<file path="src/sv/floppy_sector_link_protocol_core_macros.svh">
// assertion macros shared by the floppy sector link protocol core
// no dependencies; taken in by the modules that carry assertions
`ifndef FLOPPY_SECTOR_LINK_PROTOCOL_CORE_MACROS_SVH
`define FLOPPY_SECTOR_LINK_PROTOCOL_CORE_MACROS_SVH

// same-cycle implication
`define FSLP_ASSERT_NOW(label, clk, rst, ante, cons) \
   label: assert property (@(posedge clk) disable iff (rst) (ante) |-> (cons)) \
      else $error("fslp same-cycle check failed");

// next-cycle implication
`define FSLP_ASSERT_NEXT(label, clk, rst, ante, cons) \
   label: assert property (@(posedge clk) disable iff (rst) (ante) |=> (cons)) \
      else $error("fslp next-cycle check failed");

`endif

</file>
<file path="src/sv/fslp_pkg.sv">
// types, codes and constants of the floppy sector link protocol core
// no dependencies; used by all modules of the block
package fslp_pkg;

   localparam int SECS_PER_TRACK = 26;
   localparam int HALF_TRACK     = 13;
   localparam int TRACK_SKEW     = 6;
   localparam int RETRY_RESET    = 8;

   localparam int BUF_DEPTH   = 128;
   localparam int BUF_ADDR_W  = $clog2(BUF_DEPTH);
   localparam int QUEUE_DEPTH = 2;
   localparam int QPTR_W      = $clog2(QUEUE_DEPTH);
   localparam int QCNT_W      = $clog2(QUEUE_DEPTH + 1);

   // block / 26 as (block * 2521) >> 16, exact for 11-bit blocks
   localparam int TRK_RECIP  = 2521;
   localparam int TRK_SHIFT  = 16;
   localparam int TRK_PROD_W = 23;

   localparam logic REG_RETRY_LIMIT = 1'b0;

   typedef enum logic [1:0] {
      ACT_LOAD  = 2'd0,
      ACT_START = 2'd1,
      ACT_TICK  = 2'd2,
      ACT_RX    = 2'd3
   } action_type;

   typedef enum logic [1:0] {
      RX_DATA     = 2'd0,
      RX_COMPLETE = 2'd1,
      RX_ERROR    = 2'd2,
      RX_CONSOLE  = 2'd3
   } rx_kind_type;

   typedef enum logic [1:0] {
      SEND_READ_CMD  = 2'd0,
      SEND_WRITE_CMD = 2'd1,
      SEND_DATA      = 2'd2,
      SEND_CANCEL    = 2'd3
   } send_kind_type;

   typedef enum logic [7:0] {
      PH_IDLE   = 8'b0000_0001,
      PH_CMD    = 8'b0000_0010,
      PH_SEC    = 8'b0000_0100,
      PH_TRK    = 8'b0000_1000,
      PH_XDATA  = 8'b0001_0000,
      PH_WAIT   = 8'b0010_0000,
      PH_RDATA  = 8'b0100_0000,
      PH_CANCEL = 8'b1000_0000
   } phase_type;

   localparam logic [2:0] PC_IDLE   = 3'd0;
   localparam logic [2:0] PC_CMD    = 3'd1;
   localparam logic [2:0] PC_SEC    = 3'd2;
   localparam logic [2:0] PC_TRK    = 3'd3;
   localparam logic [2:0] PC_XDATA  = 3'd4;
   localparam logic [2:0] PC_WAIT   = 3'd5;
   localparam logic [2:0] PC_RDATA  = 3'd6;
   localparam logic [2:0] PC_CANCEL = 3'd7;

   // one queued request, already decoded by the front end
   typedef struct packed {
      action_type             action;
      logic [BUF_ADDR_W-1:0]  index;
      logic [7:0]             byte_value;
      logic [6:0]             track;
      logic [4:0]             sector;
      logic                   out_of_range;
      logic                   is_read;
      rx_kind_type            rx_kind;
   } item_type;

   typedef struct packed {
      logic not_empty;
      logic full;
   } q_status_type;

   function automatic logic [2:0] phase_code(phase_type ph);
      logic [2:0] c;
      unique case (ph)
         PH_IDLE:   c = PC_IDLE;
         PH_CMD:    c = PC_CMD;
         PH_SEC:    c = PC_SEC;
         PH_TRK:    c = PC_TRK;
         PH_XDATA:  c = PC_XDATA;
         PH_WAIT:   c = PC_WAIT;
         PH_RDATA:  c = PC_RDATA;
         PH_CANCEL: c = PC_CANCEL;
         default:   c = PC_IDLE;
      endcase
      return c;
   endfunction

   // (track * 6) mod 26 for every 7-bit track
   function automatic logic [127:0][4:0] build_skew_table();
      logic [127:0][4:0] t;
      logic [5:0]        acc;
      acc = '0;
      for (int i = 0; i < 128; i++) begin
         t[i] = acc[4:0];
         acc  = acc + 6'(TRACK_SKEW);
         if (acc >= 6'(SECS_PER_TRACK)) begin
            acc = acc - 6'(SECS_PER_TRACK);
         end
      end
      return t;
   endfunction

   localparam logic [127:0][4:0] SKEW_TABLE = build_skew_table();

endpackage

</file>
<file path="src/sv/fslp_front.sv">
// front end: accepts requests, splits the block number into track and sector
// depends on fslp_pkg; feeds fslp_queue
module fslp_front #(
   parameter int TRACK_COUNT = 77
) (
   input  logic                     req_valid,
   output logic                     req_stall,
   input  logic [1:0]               req_action,
   input  logic [6:0]               req_index,
   input  logic [7:0]               req_byte_value,
   input  logic [10:0]              req_block_number,
   input  logic                     req_is_read,
   input  logic [1:0]               req_rx_kind,
   input  fslp_pkg::q_status_type   q_status,
   output logic                     push,
   output fslp_pkg::item_type       push_item
);

   localparam logic [10:0] BLOCK_LIMIT = 11'((TRACK_COUNT - 1) * fslp_pkg::SECS_PER_TRACK);

   logic [fslp_pkg::TRK_PROD_W-1:0] prod;
   logic [6:0]                      trk;
   logic [10:0]                     trk_x26;
   logic [10:0]                     sec_full;

   assign req_stall = q_status.full;
   assign push      = req_valid && !q_status.full;

   // quotient by reciprocal, remainder by back-multiply
   assign prod     = fslp_pkg::TRK_PROD_W'(req_block_number)
                   * fslp_pkg::TRK_PROD_W'(fslp_pkg::TRK_RECIP);
   assign trk      = prod[fslp_pkg::TRK_SHIFT +: 7];
   assign trk_x26  = 11'(trk) * 11'(fslp_pkg::SECS_PER_TRACK);
   assign sec_full = req_block_number - trk_x26;

   always_comb begin
      push_item.action       = fslp_pkg::action_type'(req_action);
      push_item.index        = req_index;
      push_item.byte_value   = req_byte_value;
      push_item.track        = trk;
      push_item.sector       = sec_full[4:0];
      push_item.out_of_range = (req_block_number >= BLOCK_LIMIT);
      push_item.is_read      = req_is_read;
      push_item.rx_kind      = fslp_pkg::rx_kind_type'(req_rx_kind);
   end

endmodule

</file>
<file path="src/sv/fslp_queue.sv">
// two-entry request queue between front end and back end
// depends on fslp_pkg and the shared assertion macros
`include "floppy_sector_link_protocol_core_macros.svh"
module fslp_queue (
   input  logic                     clock,
   input  logic                     reset,
   input  logic                     push,
   input  fslp_pkg::item_type       push_item,
   input  logic                     pop,
   output fslp_pkg::q_status_type   q_status,
   output fslp_pkg::item_type       head_item
);

   fslp_pkg::item_type                entry_ff [fslp_pkg::QUEUE_DEPTH];
   logic [fslp_pkg::QPTR_W-1:0]       wr_ptr_ff, wr_ptr_in;
   logic [fslp_pkg::QPTR_W-1:0]       rd_ptr_ff, rd_ptr_in;
   logic [fslp_pkg::QCNT_W-1:0]       count_ff, count_in;

   always_comb begin
      wr_ptr_in = push ? fslp_pkg::QPTR_W'(wr_ptr_ff + 1'b1) : wr_ptr_ff;
      rd_ptr_in = pop  ? fslp_pkg::QPTR_W'(rd_ptr_ff + 1'b1) : rd_ptr_ff;
      count_in  = count_ff;
      if (push && !pop) begin
         count_in = fslp_pkg::QCNT_W'(count_ff + 1'b1);
      end else if (pop && !push) begin
         count_in = fslp_pkg::QCNT_W'(count_ff - 1'b1);
      end
   end

   always_ff @(posedge clock) begin
      if (reset) begin
         wr_ptr_ff <= '0;
         rd_ptr_ff <= '0;
         count_ff  <= '0;
      end else begin
         wr_ptr_ff <= wr_ptr_in;
         rd_ptr_ff <= rd_ptr_in;
         count_ff  <= count_in;
      end
   end

   always_ff @(posedge clock) begin
      if (push) begin
         entry_ff[wr_ptr_ff] <= push_item;
      end
   end

   assign q_status.not_empty = (count_ff != '0);
   assign q_status.full      = (count_ff == fslp_pkg::QCNT_W'(fslp_pkg::QUEUE_DEPTH));
   assign head_item          = entry_ff[rd_ptr_ff];

   `FSLP_ASSERT_NOW(a_no_push_when_full, clock, reset, push, !q_status.full)
   `FSLP_ASSERT_NOW(a_no_pop_when_empty, clock, reset, pop, q_status.not_empty)

endmodule

</file>
<file path="src/sv/fslp_back.sv">
// back end: protocol sequencer, sector buffer and result register
// depends on fslp_pkg and the shared assertion macros
`include "floppy_sector_link_protocol_core_macros.svh"
module fslp_back #(
   parameter int SECTOR_BYTES = 128
) (
   input  logic                     clock,
   input  logic                     reset,
   input  logic [3:0]               retry_limit,
   input  fslp_pkg::q_status_type   q_status,
   input  fslp_pkg::item_type       head_item,
   output logic                     pop,
   output logic                     rsp_valid,
   input  logic                     rsp_stall,
   output logic                     rsp_send_valid,
   output logic [1:0]               rsp_send_kind,
   output logic [7:0]               rsp_send_byte,
   output logic                     rsp_read_valid,
   output logic [6:0]               rsp_read_index,
   output logic [7:0]               rsp_read_byte,
   output logic                     rsp_done_res,
   output logic                     rsp_failed,
   output logic                     rsp_bad_block,
   output logic [2:0]               rsp_phase_now
);

   localparam int AW = fslp_pkg::BUF_ADDR_W;

   // protocol state
   fslp_pkg::phase_type phase_ff, phase_in;
   logic [4:0]          sector_ff, sector_in;
   logic [6:0]          track_ff, track_in;
   logic                read_mode_ff, read_mode_in;
   logic [7:0]          remaining_ff, remaining_in;
   logic [AW-1:0]       position_ff, position_in;
   logic [3:0]          retries_ff, retries_in;

   // sector buffer
   logic [7:0]          buffer_ff [fslp_pkg::BUF_DEPTH];
   logic [7:0]          buf_q_ff;
   logic                mem_we, mem_re;
   logic [AW-1:0]       mem_waddr;
   logic [7:0]          mem_wdata;

   // result register
   logic                    o_valid_ff;
   logic                    o_send_valid_ff, o_send_valid_in;
   fslp_pkg::send_kind_type o_send_kind_ff, o_send_kind_in;
   logic [7:0]              o_send_byte_ff, o_send_byte_in;
   logic                    o_from_buf_ff, o_from_buf_in;
   logic                    o_read_valid_ff, o_read_valid_in;
   logic [AW-1:0]           o_read_index_ff, o_read_index_in;
   logic [7:0]              o_read_byte_ff, o_read_byte_in;
   logic                    o_done_ff, o_done_in;
   logic                    o_failed_ff, o_failed_in;
   logic                    o_bad_ff, o_bad_in;
   logic [2:0]              o_phase_ff, o_phase_in;

   logic       fire;
   logic [4:0] next_retry;
   logic [7:0] rem_dec;
   logic [5:0] sec_twice;
   logic [5:0] sec_inter;
   logic [5:0] sec_sum;
   logic [5:0] sec_mod;

   assign fire = q_status.not_empty && (!o_valid_ff || !rsp_stall);
   assign pop  = fire;

   // 2:1 interleave plus track skew, all values below 52
   always_comb begin
      sec_twice = {head_item.sector, 1'b0};
      sec_inter = (head_item.sector < 5'(fslp_pkg::HALF_TRACK))
                ? sec_twice
                : 6'(sec_twice - 6'(2 * fslp_pkg::HALF_TRACK - 1));
      sec_sum   = sec_inter + {1'b0, fslp_pkg::SKEW_TABLE[head_item.track]};
      sec_mod   = (sec_sum >= 6'(fslp_pkg::SECS_PER_TRACK))
                ? 6'(sec_sum - 6'(fslp_pkg::SECS_PER_TRACK))
                : sec_sum;
   end

   assign next_retry = {1'b0, retries_ff} + 5'd1;
   assign rem_dec    = remaining_ff - 8'd1;

   always_comb begin
      phase_in     = phase_ff;
      sector_in    = sector_ff;
      track_in     = track_ff;
      read_mode_in = read_mode_ff;
      remaining_in = remaining_ff;
      position_in  = position_ff;
      retries_in   = retries_ff;

      mem_we    = 1'b0;
      mem_re    = 1'b0;
      mem_waddr = head_item.index;
      mem_wdata = head_item.byte_value;

      o_send_valid_in = 1'b0;
      o_send_kind_in  = fslp_pkg::SEND_READ_CMD;
      o_send_byte_in  = 8'd0;
      o_from_buf_in   = 1'b0;
      o_read_valid_in = 1'b0;
      o_read_index_in = '0;
      o_read_byte_in  = 8'd0;
      o_done_in       = 1'b0;
      o_failed_in     = 1'b0;
      o_bad_in        = 1'b0;

      if (fire) begin
         unique case (head_item.action)
            fslp_pkg::ACT_LOAD: begin
               mem_we = (phase_ff == fslp_pkg::PH_IDLE);
            end
            fslp_pkg::ACT_START: begin
               if (phase_ff != fslp_pkg::PH_IDLE || head_item.out_of_range) begin
                  o_bad_in = 1'b1;
               end else begin
                  track_in     = 7'(head_item.track + 7'd1);
                  sector_in    = 5'(sec_mod + 6'd1);
                  read_mode_in = head_item.is_read;
                  retries_in   = 4'd0;
                  phase_in     = fslp_pkg::PH_CMD;
               end
            end
            fslp_pkg::ACT_TICK: begin
               unique case (phase_ff)
                  fslp_pkg::PH_CMD: begin
                     remaining_in    = 8'(SECTOR_BYTES);
                     position_in     = '0;
                     o_send_valid_in = 1'b1;
                     o_send_kind_in  = read_mode_ff ? fslp_pkg::SEND_READ_CMD
                                                    : fslp_pkg::SEND_WRITE_CMD;
                     phase_in        = fslp_pkg::PH_SEC;
                  end
                  fslp_pkg::PH_SEC: begin
                     o_send_valid_in = 1'b1;
                     o_send_kind_in  = fslp_pkg::SEND_DATA;
                     o_send_byte_in  = {3'b000, sector_ff};
                     phase_in        = fslp_pkg::PH_TRK;
                  end
                  fslp_pkg::PH_TRK: begin
                     o_send_valid_in = 1'b1;
                     o_send_kind_in  = fslp_pkg::SEND_DATA;
                     o_send_byte_in  = {1'b0, track_ff};
                     phase_in        = read_mode_ff ? fslp_pkg::PH_WAIT
                                                    : fslp_pkg::PH_XDATA;
                  end
                  fslp_pkg::PH_XDATA: begin
                     // byte comes out of the buffer read register
                     mem_re          = 1'b1;
                     o_send_valid_in = 1'b1;
                     o_send_kind_in  = fslp_pkg::SEND_DATA;
                     o_from_buf_in   = 1'b1;
                     position_in     = AW'(position_ff + 1'b1);
                     remaining_in    = rem_dec;
                     if (rem_dec == 8'd0) begin
                        phase_in = fslp_pkg::PH_WAIT;
                     end
                  end
                  fslp_pkg::PH_CANCEL: begin
                     o_send_valid_in = 1'b1;
                     o_send_kind_in  = fslp_pkg::SEND_CANCEL;
                     if (next_retry <= {1'b0, retry_limit}) begin
                        retries_in = next_retry[3:0];
                        phase_in   = fslp_pkg::PH_CMD;
                     end else begin
                        o_done_in   = 1'b1;
                        o_failed_in = 1'b1;
                        phase_in    = fslp_pkg::PH_IDLE;
                     end
                  end
                  default: begin
                  end
               endcase
            end
            fslp_pkg::ACT_RX: begin
               if (phase_ff != fslp_pkg::PH_IDLE) begin
                  case (head_item.rx_kind)
                     fslp_pkg::RX_DATA: begin
                        if (phase_ff != fslp_pkg::PH_RDATA) begin
                           phase_in = fslp_pkg::PH_CANCEL;
                        end else begin
                           mem_we          = 1'b1;
                           mem_waddr       = position_ff;
                           o_read_valid_in = 1'b1;
                           o_read_index_in = position_ff;
                           o_read_byte_in  = head_item.byte_value;
                           position_in     = AW'(position_ff + 1'b1);
                           remaining_in    = rem_dec;
                           if (rem_dec == 8'd0) begin
                              phase_in  = fslp_pkg::PH_IDLE;
                              o_done_in = 1'b1;
                           end
                        end
                     end
                     fslp_pkg::RX_COMPLETE: begin
                        if (phase_ff != fslp_pkg::PH_WAIT || head_item.byte_value != 8'd0) begin
                           phase_in = fslp_pkg::PH_CANCEL;
                        end else if (read_mode_ff) begin
                           phase_in = fslp_pkg::PH_RDATA;
                        end else begin
                           phase_in  = fslp_pkg::PH_IDLE;
                           o_done_in = 1'b1;
                        end
                     end
                     fslp_pkg::RX_ERROR: begin
                        phase_in = fslp_pkg::PH_CANCEL;
                     end
                     default: begin
                        // console traffic passes by
                     end
                  endcase
               end
            end
            default: begin
            end
         endcase
      end

      o_phase_in = fslp_pkg::phase_code(phase_in);
   end

   always_ff @(posedge clock) begin
      if (reset) begin
         phase_ff     <= fslp_pkg::PH_IDLE;
         sector_ff    <= '0;
         track_ff     <= '0;
         read_mode_ff <= 1'b0;
         remaining_ff <= '0;
         position_ff  <= '0;
         retries_ff   <= '0;
      end else begin
         phase_ff     <= phase_in;
         sector_ff    <= sector_in;
         track_ff     <= track_in;
         read_mode_ff <= read_mode_in;
         remaining_ff <= remaining_in;
         position_ff  <= position_in;
         retries_ff   <= retries_in;
      end
   end

   always_ff @(posedge clock) begin
      if (mem_we) begin
         buffer_ff[mem_waddr] <= mem_wdata;
      end
      if (mem_re) begin
         buf_q_ff <= buffer_ff[position_ff];
      end
   end

   always_ff @(posedge clock) begin
      if (reset) begin
         o_valid_ff <= 1'b0;
      end else if (fire) begin
         o_valid_ff <= 1'b1;
      end else if (!rsp_stall) begin
         o_valid_ff <= 1'b0;
      end
   end

   always_ff @(posedge clock) begin
      if (fire) begin
         o_send_valid_ff <= o_send_valid_in;
         o_send_kind_ff  <= o_send_kind_in;
         o_send_byte_ff  <= o_send_byte_in;
         o_from_buf_ff   <= o_from_buf_in;
         o_read_valid_ff <= o_read_valid_in;
         o_read_index_ff <= o_read_index_in;
         o_read_byte_ff  <= o_read_byte_in;
         o_done_ff       <= o_done_in;
         o_failed_ff     <= o_failed_in;
         o_bad_ff        <= o_bad_in;
         o_phase_ff      <= o_phase_in;
      end
   end

   assign rsp_valid      = o_valid_ff;
   assign rsp_send_valid = o_send_valid_ff;
   assign rsp_send_kind  = o_send_kind_ff;
   assign rsp_send_byte  = o_from_buf_ff ? buf_q_ff : o_send_byte_ff;
   assign rsp_read_valid = o_read_valid_ff;
   assign rsp_read_index = o_read_index_ff;
   assign rsp_read_byte  = o_read_byte_ff;
   assign rsp_done_res   = o_done_ff;
   assign rsp_failed     = o_failed_ff;
   assign rsp_bad_block  = o_bad_ff;
   assign rsp_phase_now  = o_phase_ff;

   `FSLP_ASSERT_NOW(a_phase_onehot, clock, reset, 1'b1, $onehot(phase_ff))
   `FSLP_ASSERT_NOW(a_data_count_consistent, clock, reset,
                    phase_ff == fslp_pkg::PH_XDATA || phase_ff == fslp_pkg::PH_RDATA,
                    remaining_ff != 8'd0 && (8'(position_ff) + remaining_ff) == 8'(SECTOR_BYTES))
   `FSLP_ASSERT_NEXT(a_done_goes_idle, clock, reset,
                     fire && o_done_in, phase_ff == fslp_pkg::PH_IDLE && rsp_done_res)

endmodule

</file>
<file path="src/sv/floppy_sector_link_protocol_core.sv">
// top level of the floppy sector link protocol core: csr block and wiring
// depends on fslp_pkg, fslp_front, fslp_queue and fslp_back
//
//  port group | direction | handshake           | payload
//  req_*      | in        | req_valid/req_stall | action, index, byte, block, dir, rx kind
//  rsp_*      | out       | rsp_valid/rsp_stall | send, read data, done, failed, bad, phase
//  csr_*      | in/out    | psel/penable/pready | retry_limit at byte address 0
//
// one request per cycle sustained while rsp_stall is low; a taken request is first
// queued (the front end is combinational) and registered when the sequencer pops it
// the sequencer and its result register set the rate: each request's phase update
// is registered as the request is popped, so the next request follows right behind it
// reset is synchronous and active high; it clears the protocol state, queue and
// retry_limit (to 8) but leaves the sector buffer contents as they were
// a stalled result holds the sequencer; the two-entry queue then fills and
// req_stall rises, so each side stalls without blocking the other immediately
module floppy_sector_link_protocol_core #(
   parameter int SECTOR_BYTES = 128,
   parameter int TRACK_COUNT  = 77
) (
   input  logic        clock,
   input  logic        reset,

   // request channel
   input  logic        req_valid,
   output logic        req_stall,
   input  logic [1:0]  req_action,
   input  logic [6:0]  req_index,
   input  logic [7:0]  req_byte_value,
   input  logic [10:0] req_block_number,
   input  logic        req_is_read,
   input  logic [1:0]  req_rx_kind,

   // result channel
   output logic        rsp_valid,
   input  logic        rsp_stall,
   output logic        rsp_send_valid,
   output logic [1:0]  rsp_send_kind,
   output logic [7:0]  rsp_send_byte,
   output logic        rsp_read_valid,
   output logic [6:0]  rsp_read_index,
   output logic [7:0]  rsp_read_byte,
   output logic        rsp_done_res,
   output logic        rsp_failed,
   output logic        rsp_bad_block,
   output logic [2:0]  rsp_phase_now,

   // configuration port
   input  logic        csr_psel,
   input  logic        csr_penable,
   input  logic        csr_pwrite,
   input  logic [2:0]  csr_paddr,
   input  logic [31:0] csr_pwdata,
   output logic [31:0] csr_prdata,
   output logic        csr_pready
);

   // retry_limit register
   logic [3:0] retry_limit_ff, retry_limit_in;
   logic       csr_write;
   logic       csr_hit;

   // links between front end, queue and sequencer
   fslp_pkg::q_status_type q_status;
   fslp_pkg::item_type     push_item;
   fslp_pkg::item_type     head_item;
   logic                   push;
   logic                   pop;

   // csr access: register index sits above the two byte-offset bits
   assign csr_pready = 1'b1;
   assign csr_hit    = (csr_paddr[2] == fslp_pkg::REG_RETRY_LIMIT);
   assign csr_write  = csr_psel && csr_penable && csr_pwrite && csr_pready;

   always_comb begin
      retry_limit_in = retry_limit_ff;
      if (csr_write && csr_hit) begin
         retry_limit_in = csr_pwdata[3:0];
      end
   end

   always_ff @(posedge clock) begin
      if (reset) begin
         retry_limit_ff <= 4'(fslp_pkg::RETRY_RESET);
      end else begin
         retry_limit_ff <= retry_limit_in;
      end
   end

   assign csr_prdata = csr_hit ? {28'd0, retry_limit_ff} : 32'd0;

   // front end: take requests, map block number to track and raw sector
   fslp_front #(
      .TRACK_COUNT (TRACK_COUNT)
   ) u_front (
      .req_valid        (req_valid),
      .req_stall        (req_stall),
      .req_action       (req_action),
      .req_index        (req_index),
      .req_byte_value   (req_byte_value),
      .req_block_number (req_block_number),
      .req_is_read      (req_is_read),
      .req_rx_kind      (req_rx_kind),
      .q_status         (q_status),
      .push             (push),
      .push_item        (push_item)
   );

   // decoupling queue
   fslp_queue u_queue (
      .clock     (clock),
      .reset     (reset),
      .push      (push),
      .push_item (push_item),
      .pop       (pop),
      .q_status  (q_status),
      .head_item (head_item)
   );

   // back end: protocol sequencer, sector buffer and result register
   fslp_back #(
      .SECTOR_BYTES (SECTOR_BYTES)
   ) u_back (
      .clock          (clock),
      .reset          (reset),
      .retry_limit    (retry_limit_ff),
      .q_status       (q_status),
      .head_item      (head_item),
      .pop            (pop),
      .rsp_valid      (rsp_valid),
      .rsp_stall      (rsp_stall),
      .rsp_send_valid (rsp_send_valid),
      .rsp_send_kind  (rsp_send_kind),
      .rsp_send_byte  (rsp_send_byte),
      .rsp_read_valid (rsp_read_valid),
      .rsp_read_index (rsp_read_index),
      .rsp_read_byte  (rsp_read_byte),
      .rsp_done_res   (rsp_done_res),
      .rsp_failed     (rsp_failed),
      .rsp_bad_block  (rsp_bad_block),
      .rsp_phase_now  (rsp_phase_now)
   );

endmodule
</file>
<file path="config.mk">
export PLATFORM = sky130hd
export DESIGN_NAME = floppy_sector_link_protocol_core
export DESIGN_NICKNAME = d
export VERILOG_FILES = /design/src/sv/fslp_pkg.sv /design/src/sv/fslp_front.sv /design/src/sv/fslp_queue.sv /design/src/sv/fslp_back.sv /design/src/sv/floppy_sector_link_protocol_core.sv
export VERILOG_INCLUDE_DIRS = /design/src /design/src/sv
export SDC_FILE = /design/constraint.sdc
export NUM_CORES = 1
export LEC_CHECK = 0
export ABC_CLOCK_PERIOD_IN_PS = 10500
export BUFFER_PORTS_ARGS = -buffer_cell sky130_fd_sc_hd__buf_2
export CORE_MARGIN = 4
export CORE_UTILIZATION = 45
export DETAILED_ROUTE_END_ITERATION = 16
export HOLD_SLACK_MARGIN = 0.1
export SKIP_CTS_REPAIR_TIMING = 1
export SLEW_MARGIN = 40
export SYNTH_ARGS = -nofsm -noshare
export SYNTH_HDL_FRONTEND = slang
export SYNTH_HIERARCHICAL = 1
export SYNTH_SLANG_ARGS = --single-unit
</file>
<file path="constraint.sdc">
create_clock -name clock -period 10.5 [get_ports clock]
set_input_delay 1.575 -clock clock [delete_from_list [all_inputs] [get_ports clock]]
set_output_delay 1.575 -clock clock [all_outputs]
set_load 0.01 [all_outputs]
</file>
Word level (Yosys, flattened, before mapping)

Memory sizes are Yosys's and may differ from the RTL's. A register that Yosys moved wholly into a read port is not among the register bits.
Index checks and enable logic that the tools add are counted.

Bits in registers: 83
RAM bits: 1090
ROM bits: 640
Memories: 3

$add $sub $neg: 13
$mul: 2
Order comparisons: 5
Equality and inequality tests: 30
Mux-type cells: 70
Bitwise logic cells: 5
Reduce and logical (&&, ||, !) cells: 29

Memories:

| memory           | depth | bits a word | rd ports | clocked after memory_dff | wr ports | line             | RTL |
|---|---|---|---|---|---|---|---|
| u_back.buffer_ff | 128   | 8           | 1        | 1                        | 1        | fslp_back.sv:39  | `logic [7:0] buffer_ff [fslp_pkg::BUF_DEPTH];` |
| (no name shown)  | 128   | 5           | 1        | 0                        | 0        | fslp_back.sv:76  | `sec_sum = sec_inter + {1'b0, fslp_pkg::SKEW_TABLE[head_item.track]};` |
| u_queue.entry_ff | 2     | 33          | 1        | 1                        | 1        | fslp_queue.sv:14 | `fslp_pkg::item_type entry_ff [fslp_pkg::QUEUE_DEPTH];` |

Operators with widths:

| operator                                                   | count |
|---|---|
| 2-to-1 mux 8 bit                                           | 11 |
| 2-to-1 mux 7 bit                                           | 9 |
| case mux 8 bit (3 select lines)                            | 2 |
| case mux 7 bit (2 select lines)                            | 3 |
| case mux 8 bit (5 select lines)                            | 1 |
| case mux 8 bit (2 select lines)                            | 2 |
| 2-to-1 mux 1 bit                                           | 25 |
| multiplier 11 x 12 -> 23 bit (second input constant)       | 1 |
| case mux 3 bit (7 select lines)                            | 1 |
| equality test 8 x 2 -> 1 bit (second input constant)       | 2 |
| equality test 8 x 3 -> 1 bit (second input constant)       | 2 |
| equality test 8 x 4 -> 1 bit (second input constant)       | 2 |
| equality test 8 x 5 -> 1 bit (second input constant)       | 2 |
| equality test 8 bit (second input constant)                | 2 |
| 2-to-1 mux 4 bit                                           | 4 |
| adder 7 x 1 -> 7 bit (second input constant)               | 2 |
| 2-to-1 mux 6 bit                                           | 2 |
| greater-or-equal comparator 11 bit (second input constant) | 1 |
| 2-to-1 mux 5 bit                                           | 2 |
| equality test 2 bit (second input constant)                | 4 |
| equality test 8 x 1 -> 1 bit (second input constant)       | 1 |
| equality test 8 x 6 -> 1 bit (second input constant)       | 1 |
| equality test 8 x 7 -> 1 bit (second input constant)       | 1 |
| logical NOT 8 bit                                          | 1 |
| other kinds (39)                                           | 70 |

Depth between registers and ports, before layout

Gate-level depths: netlist (run 1).

Word-level depth: 10
Mapped depth: 28
Gate-level depth less buffers: 25

Cells and area by module

Netlist (run 1), hierarchy kept.

By module, submodules not included:

| module                           | times used | cells each | area an instance (um^2) | sequential area each (um^2) |
|---|---|---|---|---|
| fslp_back                        | 1          | 2278       | 45153.3                 | 32801.5 |
| fslp_front                       | 1          | 275        | 2595.0                  | 0.0 |
| fslp_queue                       | 1          | 125        | 2591.2                  | 2082.0 |
| floppy_sector_link_protocol_core | 1          | 53         | 446.7                   | 80.1 |

Worst setup path after synthesis (run 1)

Ideal clock, no wire load.

Path type: input to register
Start: input req_block_number[2]
End: memory u_queue/entry_ff[0][8] (netlist name), data pin
Library setup time: 0.264 ns
Data arrival time: 6.565 ns
Data required time: 10.236 ns
Path slack: 3.671 ns
Stages: 23
Buffers on the path: 0
Path through: fa_1 inv_1 fa_1 inv_1 fa_1 fa_1 inv_1 fa_1 inv_1 ha_1 a21o_1 a211o_1 a31oi_4 inv_1 a21oi_1 xnor2_1 ha_1 inv_1 ha_1 a31o_2 mux2i_1 xor2_1 xnor2_1

RTL lines:

| what        | line                                   | RTL |
|---|---|---|
| from (decl) | floppy_sector_link_protocol_core.sv:30 | `input logic [10:0] req_block_number,` |
| to (decl)   | fslp_queue.sv:14                       |  |

==> results of run 1 <==
state kept, by name (all words and copies together) (netlist names), 2 cells and up, named ones only:
name,cells
retry_limit_ff,4
u_back/rsp_read_index,7
u_back/remaining_ff,8
u_back/buf_q_ff,8
u_back/rsp_phase_now,3
u_back/phase_ff,8
u_back/position_ff,7
u_back/rsp_send_kind,2
u_back/buffer_ff,1024
u_back/track_ff,7
u_back/sector_ff,5
u_back/retries_ff,4
u_back/o_send_byte_ff,7
u_queue/count_ff,2
u_back/rsp_read_byte,8
u_queue/entry_ff,66
logic make-up after synthesis:
kind of cell,count (synthesis),share of synthesized area [%]
AO/OA/AOI/OAI,194,2.63
XOR/XNOR,51,0.894
adder cells (fa/ha/maj),140,4.00
buffers and inverters,292,2.64
flip-flops,1181,68.8
multiplexers,413,16.6
other,2,0.0148
AND/OR/NAND/NOR,458,4.39
power by group through the flow:
| stage | clock [mW] | combinational [mW] | sequential (mW) |
|---|---|---|---|
| floorplan | 0 | 2.83 | 5.96 |
| global placement | 0 | 3.74 | 5.96 |
| detailed placement | 0 | 3.92 | 5.96 |
| CTS | 4.07 | 3.94 | 5.86 |
| global route | 4.28 | 4.33 | 5.88 |
| finish | 3.97 | 3.93 | 5.86 |
metal layers:
metal	global-route usage, %	vias to the layer above
met3	3.00	189
met5	0	-
met4	5.59	0
li1	-	11000
met1	28.0	13500
met2	31.4	872
synthesized netlist by cell type, drive strengths merged (6+ instances only):
master	count	share of area, %
mux2i	23	0.45
dfxtp	50	2.0
mux4	338	15
xor2	17	0.29
o31ai	6	0.089
buf	102	1.2
nor2b	18	0.22
fa	37	1.5
a21o	9	0.13
inv	107	0.79
o21ai	52	0.51
o21a	8	0.12
xnor2	34	0.60
a31oi	7	0.15
clkbuf	82	0.61
nand2	70	0.52
and2	8	0.099
nand2b	23	0.28
a22o	6	0.10
a21oi	41	0.41
and3	16	0.20
or3	14	0.19
o211ai	7	0.10
edfxtp	1131	67
nand4	7	0.086
nor3	25	0.29
nand3b	6	0.089
nand3	26	0.26
ha	103	2.5
nor2	209	1.5
mux2	52	1.2
a211oi	21	0.32
cell type report:
cell class | count | area, um^2
Tap cell | 1488 | 1860
Fill cell | 8929 | 54900
Clock buffer | 141 | 2960
Antenna cell | 2 | 5.00
Sequential cell | 1181 | 35000
Timing Repair Buffer | 118 | 772
Clock inverter | 67 | 666
Multi-Input combinational cell | 1285 | 14900
Inverter | 108 | 407
metrics by stage:
step | util, % | std cells | hold WS [ns]
CTS | 50.6 | 4387 | 0.504
global placement | 47.2 | 4177 | 0.472
finish | 50.7 | 4390 | 0.504
floorplan | - | 2758 | 0.456
global route | 50.7 | 4389 | 0.523
detailed placement | 47.3 | 4179 | 0.489
worst max-delay path by stage:
stage,from,to,slack [ns]
6_report,req_block_number[5],u_queue/entry_ff[1][8]$_DFFE_PP_,3.74
5_1_grt,req_block_number[5],u_queue/entry_ff[0][8]$_DFFE_PP_,3.39
4_1_cts,req_block_number[5],u_queue/entry_ff[1][8]$_DFFE_PP_,3.73
3_5_place_dp,req_block_number[5],u_queue/entry_ff[1][8]$_DFFE_PP_,2.96
3_3_place_gp,req_block_number[5],u_queue/entry_ff[0][8]$_DFFE_PP_,3.09
2_1_floorplan,req_block_number[2],u_queue/entry_ff[0][8]$_DFFE_PP_,3.67
critical path, stage by stage:
cell,delay (ns)
buf_2,0.23
inv_1,0.10
fa_1,0.52
fa_1,0.56
inv_1,0.05
fa_1,0.47
inv_1,0.05
fa_1,0.45
fa_1,0.49
inv_1,0.04
ha_1,0.18
a211oi_1,0.29
o221ai_2,0.17
a31oi_4,0.25
inv_1,0.07
a21oi_1,0.18
xnor2_1,0.18
ha_1,0.27
inv_1,0.06
ha_1,0.26
a31o_2,0.25
mux2i_1,0.16
xor2_1,0.19
xnor2_1,0.12
==> impl_metrics.yaml, run 1 <==
grt:
  gr-usage-all-layers_pct: 19.5
  first_global_vias: 26000
  grt_pass1_wl_um: 171000
  overflow: 0
  antenna_found_initial: 8
  grt_max_degree: 105
power_and_ir_drop:
  powerDensity_nw_per_um2: 244
  p_seq_share_pct: 42.6
  internal-power_mw: 9.60
  leakage_nw: 18.0
  switching_share_pct: 30.3
  power_mw: 13.8
  p_clk_share_pct: 28.9
  vdd.ir_drop.worst_mv: 0.310
  p_sw_mw: 4.17
  comb_power_share_pct: 28.6
drt:
  wl_met2_um: 56200
  drt_iter0_drc: 2571
  met3_length_um: 7130
  drt-met1-wl_um: 48600
  dr.max_layer_used: "met4"
  avgViaCountPerCell: 5.81
  wl_um: 115000
  final_antenna_net_count: 0
  vias: 25500
  dr.pass1.iters: 5
  wl_per_cell_um: 26.1
  drc_errors: 0
min_path:
  hp-class: "register to register"
  hold_path_depth: 2
  worstHoldStart: "u_back/track_ff[4]$_SDFFE_PP0P_"
  hold_end: "u_back/track_ff[4]$_SDFFE_PP0P_"
clock_tree:
  clock_path_buffers: 3
  clock-sinks: 1181
  cts_tree: "done"
  cts-htree-levels: 3
  clk_latency_ns: 0.70
  clkTransAtPathRegs_ns: 0.06
  tritoncts.num_buffers: 113
  root_buffer: "clkbuf_16"
worst_setup_path:
  path_class: "primary input to register"
  cp-start-kind: "primary input"
  reg2reg_to: "u_back/sector_ff[4]$_SDFFE_PP0P_"
  arrival_ns: 7.18
  ff2ff_path_depth: 21
  crit_path_max_fanout: 8
  ff2ff_setup_slack_ns: 4.73
  end_kind: "register"
  cp.required_ns: 10.92
floorplan:
  die_width_um: 344
  dieHeight_um: 344
  die-area_um2: 118000
  rows: 122
  start_util_pct: 45.6
  ioPinCount: 141
  core_area_um2: 111000
yosys:
  synth.distinct_cells: 80
  yosysWarningCount: 6
  synth.avg_cell_area_um2: 18.6
  ys_ff_latch: 1181
  seq_area_frac_synth_pct: 68.8
  async_reset_ff_share_pct: 0
  synth_edf_count: 1131
  ys.flop_type: "edfxtp_1"
  synthCells: 2731
  syn_area_um2: 50800
placement:
  place_ws_ns: 2.96
  io_buffers: 81
  gp_congestion: 0.898
  placed_area_um2: 52700
  dp_hpwl_um: 70900
timing:
  setup_tns_ns: 0
  period_needed_ns: 6.76
  max-slew-margin-rel_pct: 43.0
  maxSlewViolCount: 0
  fin_ws_ns: 3.74
  timing.fmax_ghz: 0.148
  tightest_slew_ns: 0.852
  finClkSkew_ns: 0.0213
  final-hold-violation-count: 0
  fin_crit_sh_pct: 64.4
  setup_viol: 0
  rsz0062_at_grt: "false"
status:
  status: "complete, no violations"
final_layout:
  drive_gt1_share_pct: 26.4
  mostFrequentLayoutCells: "1131 x edfxtp_1, 338 x mux4_2, 160 x nor2_1"
  layout.nets: 3020
  area_delta_synth_final_pct: 11.3
  final_area_um2: 56500
  layout_commonest_cell: "edfxtp_1"
job:
  cap_viol_max_count: 0
Note: power is estimated with default switching activity, not from simulation.
==> run 2: changes to the inputs <==
--- a/config.mk
+++ b/config.mk
@@ -6,7 +6,7 @@
 export SDC_FILE = /design/constraint.sdc
 export NUM_CORES = 1
 export LEC_CHECK = 0
-export ABC_CLOCK_PERIOD_IN_PS = 10500
+export ABC_CLOCK_PERIOD_IN_PS = 6800
 export BUFFER_PORTS_ARGS = -buffer_cell sky130_fd_sc_hd__buf_2
 export CORE_MARGIN = 4
 export CORE_UTILIZATION = 45
==> constraint.sdc (replaced) <==
create_clock -name clock -period 6.8 [get_ports clock]
set_input_delay 1.02 -clock clock [delete_from_list [all_inputs] [get_ports clock]]
set_output_delay 1.02 -clock clock [all_outputs]
set_load 0.01 [all_outputs]
==> run 2 against run 1 <==
Effect of this change: register-to-register slack worse by 3.8 ns; first-iteration DRC count is 9.3% lower; utilization is 0.43 points higher; cell count is 0.46% higher; sequential share of layout area is 0.53 points lower; critical endpoint is now u_queue/entry_ff[0][8]$_DFFE_PP_; largest cell class unchanged; largest power group unchanged; highest routed layer is now met5.
==> impl_metrics.yaml, run 2 (synthesis gave the netlist of run 1 again) <==
floorplan:
  dieHeight_um: 344
  core_area_um2: 111000
  die_width_um: 344
  ioPinCount: 141
  start_util_pct: 45.6
  die-area_um2: 118000
  rows: 122
placement:
  place_ws_ns: 0.0492
  io_buffers: 81
  dp_hpwl_um: 71400
  gp_congestion: 0.855
  dp.cells: 4191
grt:
  first_global_vias: 25900
  gr-usage-all-layers_pct: 19.6
  grt_pass1_wl_um: 171000
  overflow: 0
  antenna_found_initial: 7
  grt_max_degree: 128
worst_setup_path:
  path_cells: "buf_2 -> inv_1 -> fa_1 -> fa_1 -> inv_1 -> fa_1 -> inv_1 -> fa_1 -> fa_1 -> inv_1 -> ha_1 -> a2111oi_0 -> o21ai_0 -> o22ai_1 -> xnor2_1 -> ha_1 -> inv_1 -> ha_1 -> a31o_2 -> mux2i_1 -> xor2_1 -> xnor2_1"
  cp-start-kind: "primary input"
  max_stage_delay_ns: 0.55
  crit_path_max_fanout: 4
  cp.required_ns: 7.23
  arrival_ns: 6.54
  end_kind: "register"
  ff2ff_setup_slack_ns: 0.94
  cp_slowest_cell: "fa_1"
  crit_start: "req_block_number[6]"
  path_class: "primary input to register"
final_layout:
  layout.cells.non_filler: 4410
  drive_gt1_share_pct: 26.8
  regMostFlops: "u_back/buffer_ff"
  fillers: 8988
  area_delta_synth_final_pct: 12.2
  reg_top3: "u_back/buffer_ff (1024), u_queue/entry_ff (66)"
  mostFrequentLayoutCells: "1131 x edfxtp_1, 338 x mux4_2, 172 x nor2_1"
  layout.nets: 3032
  layout_commonest_cell: "edfxtp_1"
  utilization_pct: 51.2
  largest_register_ffs: 1024
drt:
  final_antenna_net_count: 0
  wl_per_cell_um: 26.2
  avgViaCountPerCell: 5.78
  drc_errors: 0
  vias: 25500
  drt_iter0_drc: 2332
  met3_length_um: 8240
  dr.max_layer_used: "met5"
  wl_met2_um: 57500
  wl_um: 116000
  dr.pass1.iters: 6
  drt-met1-wl_um: 47000
min_path:
  worstHoldStart: "retry_limit_ff[0]$_SDFFE_PP0P_"
  hp-class: "register to register"
timing:
  fin_ws_ns: 0.686
  final-hold-violation-count: 0
  maxSlewViolCount: 0
  setup_tns_ns: 0
  period_needed_ns: 6.11
  finClkSkew_ns: 0.0323
  rsz0062_at_grt: "false"
  setup_viol: 0
  timing.fmax_ghz: 0.164
  fin_crit_sh_pct: 89.9
  tightest_slew_ns: 0.934
  max-slew-margin-rel_pct: 37.7
power_and_ir_drop:
  leakage_nw: 18.2
  vdd.ir_drop.worst_mv: 0.490
  powerDensity_nw_per_um2: 384
  power_mw: 21.9
clock_tree:
  clkTransAtPathRegs_ns: 0.06
  clk_latency_ns: 0.70
  cts_tree: "done"
  root_buffer: "clkbuf_16"
  clock_path_buffers: 3
  cts-htree-levels: 3
  tritoncts.num_buffers: 114
  clock-sinks: 1181
status:
  status: "complete, no violations"
job:
  cap_viol_max_count: 0
run 2: cell count changes in the layout (fill, tap and decap cells not counted), moves of 5 or more:
| cell | before | now |
|---|---|---|
| nor2_1 | 160 | 172 |
| nor2_2 | 49 | 37 |
| buf_4 | 21 | 31 |
| bufinv_16 | 11 | 21 |
| clkbuf_1 | 25 | 17 |
| clkinv_1 | 25 | 17 |
| clkinvlp_4 | 6 | 12 |
| buf_6 | 13 | 8 |
| clkbuf_16 | 113 | 118 |
| clkinv_4 | 5 | 0 |
run 2: final cells by class:
class | instances | area (um^2) | share of cell area, %
inverters | 108 | 405 | 0.711
well taps | 1488 | 1860 | 3.27
clock buffers | 141 | 3100 | 5.44
flip-flops and latches | 1181 | 35000 | 61.4
diodes | 4 | 10.0 | 0.0176
repair buffers | 129 | 912 | 1.60
clock inverters | 74 | 957 | 1.68
multi-input cells | 1285 | 14800 | 25.9
run 2: worst paths after layout:
check	endpoint	depth (start not counted)
min	retry_limit_ff[0]$_SDFFE_PP0P_	2
max	u_queue/entry_ff[0][8]$_DFFE_PP_	22
min reg2reg	retry_limit_ff[0]$_SDFFE_PP0P_	2
max reg2reg	u_back/sector_ff[4]$_SDFFE_PP0P_	20
run 2: worst max-delay path: cells and delay by family:
family	cells	cell delay, ns
fa+ha+maj	8	3.29
compound gates	4	1.12
xor+xnor	3	0.53
buf+inv	6	0.41
mux	1	0.17
run 2: per-stage QoR:
step	hold WS, ns	instance area (um^2)
3_3_place_gp	0.472	52700
4_1_cts	0.477	56900
6_report	0.501	57000
3_5_place_dp	0.491	52800
2_1_floorplan	0.456	50900
5_1_grt	0.496	57000
run 2: where the power goes:
part	leakage (nW)	total [mW]	switching [mW]	internal, mW
clock network	1.95	6.73	2.69	4.04
registers	10.6	9.06	0.131	8.93
logic	5.65	6.10	3.70	2.40
total	18.2	21.9	6.52	15.4
run 2: routing by layer:
layer,vias up,track usage (%)
li1,11000,-
met1,13400,27.2
met2,913,32.3
met3,160,3.41
met4,2,5.78
met5,-,0
==> run 3: changes to the inputs <==
--- a/config.mk
+++ b/config.mk
@@ -16,5 +16,4 @@
 export SLEW_MARGIN = 40
 export SYNTH_ARGS = -nofsm -noshare
 export SYNTH_HDL_FRONTEND = slang
-export SYNTH_HIERARCHICAL = 1
 export SYNTH_SLANG_ARGS = --single-unit
==> run 3 against run 2 <==
Effect of this change: area after synthesis shrank 0.14%; sequential share of layout area is 0.069 points higher; maximum frequency is 1.7% lower; setup slack lost 0.11 ns; sequential cell count is the same; largest cell class unchanged; clock power shrank 4.2%; highest routed layer is now met4; cell count rose by 1.5%.
==> impl_metrics.yaml, run 3 <==
status:
  status: "complete, no violations"
timing:
  fin_ws_ns: 0.580
  max-slew-margin-rel_pct: 39.7
  rsz0062_at_grt: "false"
  tightest_slew_ns: 0.903
  setup_viol: 0
  timing.fmax_ghz: 0.161
  finClkSkew_ns: 0.0537
  fin_hold_ws_ns: 0.450
  final-hold-violation-count: 0
  period_needed_ns: 6.22
  fin_crit_sh_pct: 91.5
  maxSlewViolCount: 0
yosys:
  synth.avg_cell_area_um2: 18.4
  yosys.area_share.adder_pct: 4.04
  ys_ff_latch: 1181
  synth-compound-area-share_pct: 2.73
  synth_area_leader_cell: "edfxtp_1"
  synth_top_area_share_pct: 67.0
  synth_area_leaders: "edfxtp_1 67%, mux4_2 15%, ha_1 2.5%"
  synth_common_cells: "1131 x edfxtp_1, 338 x mux4_2, 237 x nor2_1"
  synthSimpleGateAreaFrac_pct: 4.77
  syn_area_um2: 50700
  synthCells: 2759
  yosysWarningCount: 0
  synth_most_common_cell: "edfxtp_1"
  synth_xor_area_share_pct: 0.760
  synth_edf_count: 1131
  synth_top_family_by_area: "multiplexers"
  ys.flop_type: "edfxtp_1"
  seq_area_frac_synth_pct: 68.9
  synth.distinct_cells: 81
  post_synth_mux_area_share_pct: 16.4
  async_reset_ff_share_pct: 0
floorplan:
  start_util_pct: 45.6
  die_width_um: 344
  die-area_um2: 118000
  rows: 122
  core_area_um2: 111000
  ioPinCount: 141
  dieHeight_um: 344
final_layout:
  layout.cells.non_filler: 4475
  diodes: 0
  layout_commonest_cell: "edfxtp_1"
  regMostFlops: "u_back.buffer_ff"
  drive_gt1_share_pct: 25.9
  mostFrequentLayoutCells: "1131 x edfxtp_1, 338 x mux4_2, 184 x nor2_1"
  layout.nets: 3099
  area_delta_synth_final_pct: 12.3
  multiInputGateArea_um2: 14800
  largest_register_ffs: 1024
  fillers: 8845
  ff_latch_area_um2: 35000
  reg_top3: "u_back.buffer_ff (1024), u_queue.entry_ff (66)"
drt:
  final_antenna_net_count: 0
  wl_per_cell_um: 26.4
  drt_iter0_drc: 2492
  avgViaCountPerCell: 5.83
  drc_errors: 0
  dr.pass1.iters: 5
  wl_um: 118000
  vias: 26100
job:
  cap_viol_max_count: 0
clock_tree:
  root_buffer: "clkbuf_16"
  clk_latency_ns: 0.71
  clock-sinks: 1181
  cts_tree: "done"
  cts-htree-levels: 3
  tritoncts.num_buffers: 118
  clkTransAtPathRegs_ns: 0.06
  clock_path_buffers: 3
worst_setup_path:
  cp-start-kind: "primary input"
  path_cells: "buf_2 -> fa_1 -> fa_1 -> fa_1 -> fa_1 -> inv_1 -> fa_1 -> inv_1 -> ha_1 -> nand4_1 -> a2111oi_0 -> a211oi_1 -> buf_4 -> o21ai_0 -> a21oi_1 -> ha_1 -> inv_1 -> ha_1 -> a21oi_1 -> xnor2_1 -> xnor2_1 -> xnor2_1 -> xnor2_1"
  crit_path_max_fanout: 4
  path_class: "primary input to register"
  crit_buf_inv: 5
  crit_top_cell: "fa_1"
  arrival_ns: 6.64
  end_kind: "register"
  max_stage_delay_ns: 0.60
  cp.required_ns: 7.22
  crit_family: "adder cells"
  cp_slowest_cell: "fa_1"
grt:
  antenna_found_initial: 5
  grt_max_degree: 113
  grt_pass1_wl_um: 176000
  gr-usage-all-layers_pct: 20.1
  first_global_vias: 26600
  overflow: 0
placement:
  place_ws_ns: -0.0948
  dp_hpwl_um: 75100
  dp.cells: 4252
  gp_congestion: 0.871
  io_buffers: 81
power_and_ir_drop:
  vdd.ir_drop.worst_mv: 0.420
  power_mw: 22.2
  powerDensity_nw_per_um2: 389
  leakage_nw: 18.1
min_path:
  hp-class: "register to register"
-- run 3: cell types whose count changed after synthesis, moves of 7 or more --
cell	previous run	this run
buf_4	54	31
nand3_1	26	35
or2_2	5	12
o21ai_0	49	38
buf_2	28	17
mux2_2	51	39
nand4_1	7	18
a21oi_1	40	55
nor2_1	208	237
nand2_1	69	81
inv_1	105	117
and2_1	8	22
buf_1	19	31
nand2b_1	23	7
-- run 3: cell families after synthesis --
kind of cell               Yosys count
muxes                              403
AOI/OAI and AO/OA                  204
adders and majority gates          141
and+or+nand+nor                    507
buffers and inverters              277
other                                2
DFF                               1181
xor gates and xnor gates            44
-- run 3: through the flow --
stage | utilization (%) | TNS [ns] | instance area (um^2)
floorplan | - | 0 | 50800
global placement | 47.5 | -0.110 | 52900
detailed placement | 47.6 | -0.190 | 52900
CTS | 51.0 | 0 | 56800
global route | 51.2 | 0 | 56900
finish | 51.2 | 0 | 56900
-- run 3: area by class of cell --
class                   instances  share of cell area, %
clock buffers                 154                   5.55
clock inverters                68                   1.24
inverters                     117                  0.780
multi-input cells            1328                   26.1
flip-flops and latches       1181                   61.4
well taps                    1488                   3.27
repair buffers                139                   1.66
-- run 3: where the power goes --
| part | total (mW) | internal [mW] | switching, mW |
|---|---|---|---|
| sequential | 9.16 | 9.01 | 0.148 |
| combinational | 6.54 | 2.46 | 4.08 |
| clock | 6.45 | 3.70 | 2.75 |
| total | 22.2 | 15.2 | 6.98 |
-- run 3: per-layer routing --
layer | vias up | global-route usage (%) | part of all wire [%]
li1 | 11200 | - | -
met1 | 13800 | 29.2 | 43
met2 | 933 | 32.6 | 49
met3 | 153 | 2.93 | 6.4
met4 | 0 | 4.71 | 1.9
met5 | - | 0 | 0
-- run 3: final timing paths --
path	start	end	slack, ns	depth (start not counted)
setup / recovery	req_block_number[2]	u_queue.entry_ff[0][8]$_DFFE_PP_	0.58	23
hold / removal	u_back.track_ff[5]$_SDFFE_PP0P_	u_back.track_ff[5]$_SDFFE_PP0P_	0.45	2
setup reg to reg	register	u_back.sector_ff[2]$_SDFFE_PP0P_	1.18	20
hold reg to reg	u_back.track_ff[5]$_SDFFE_PP0P_	u_back.track_ff[5]$_SDFFE_PP0P_	0.45	2
-- run 3: tightest hold or removal path, stage by stage (launching register included) --
cell,delay [ns]
dfxtp_1,0.31
nand2_1,0.05
a21oi_1,0.05
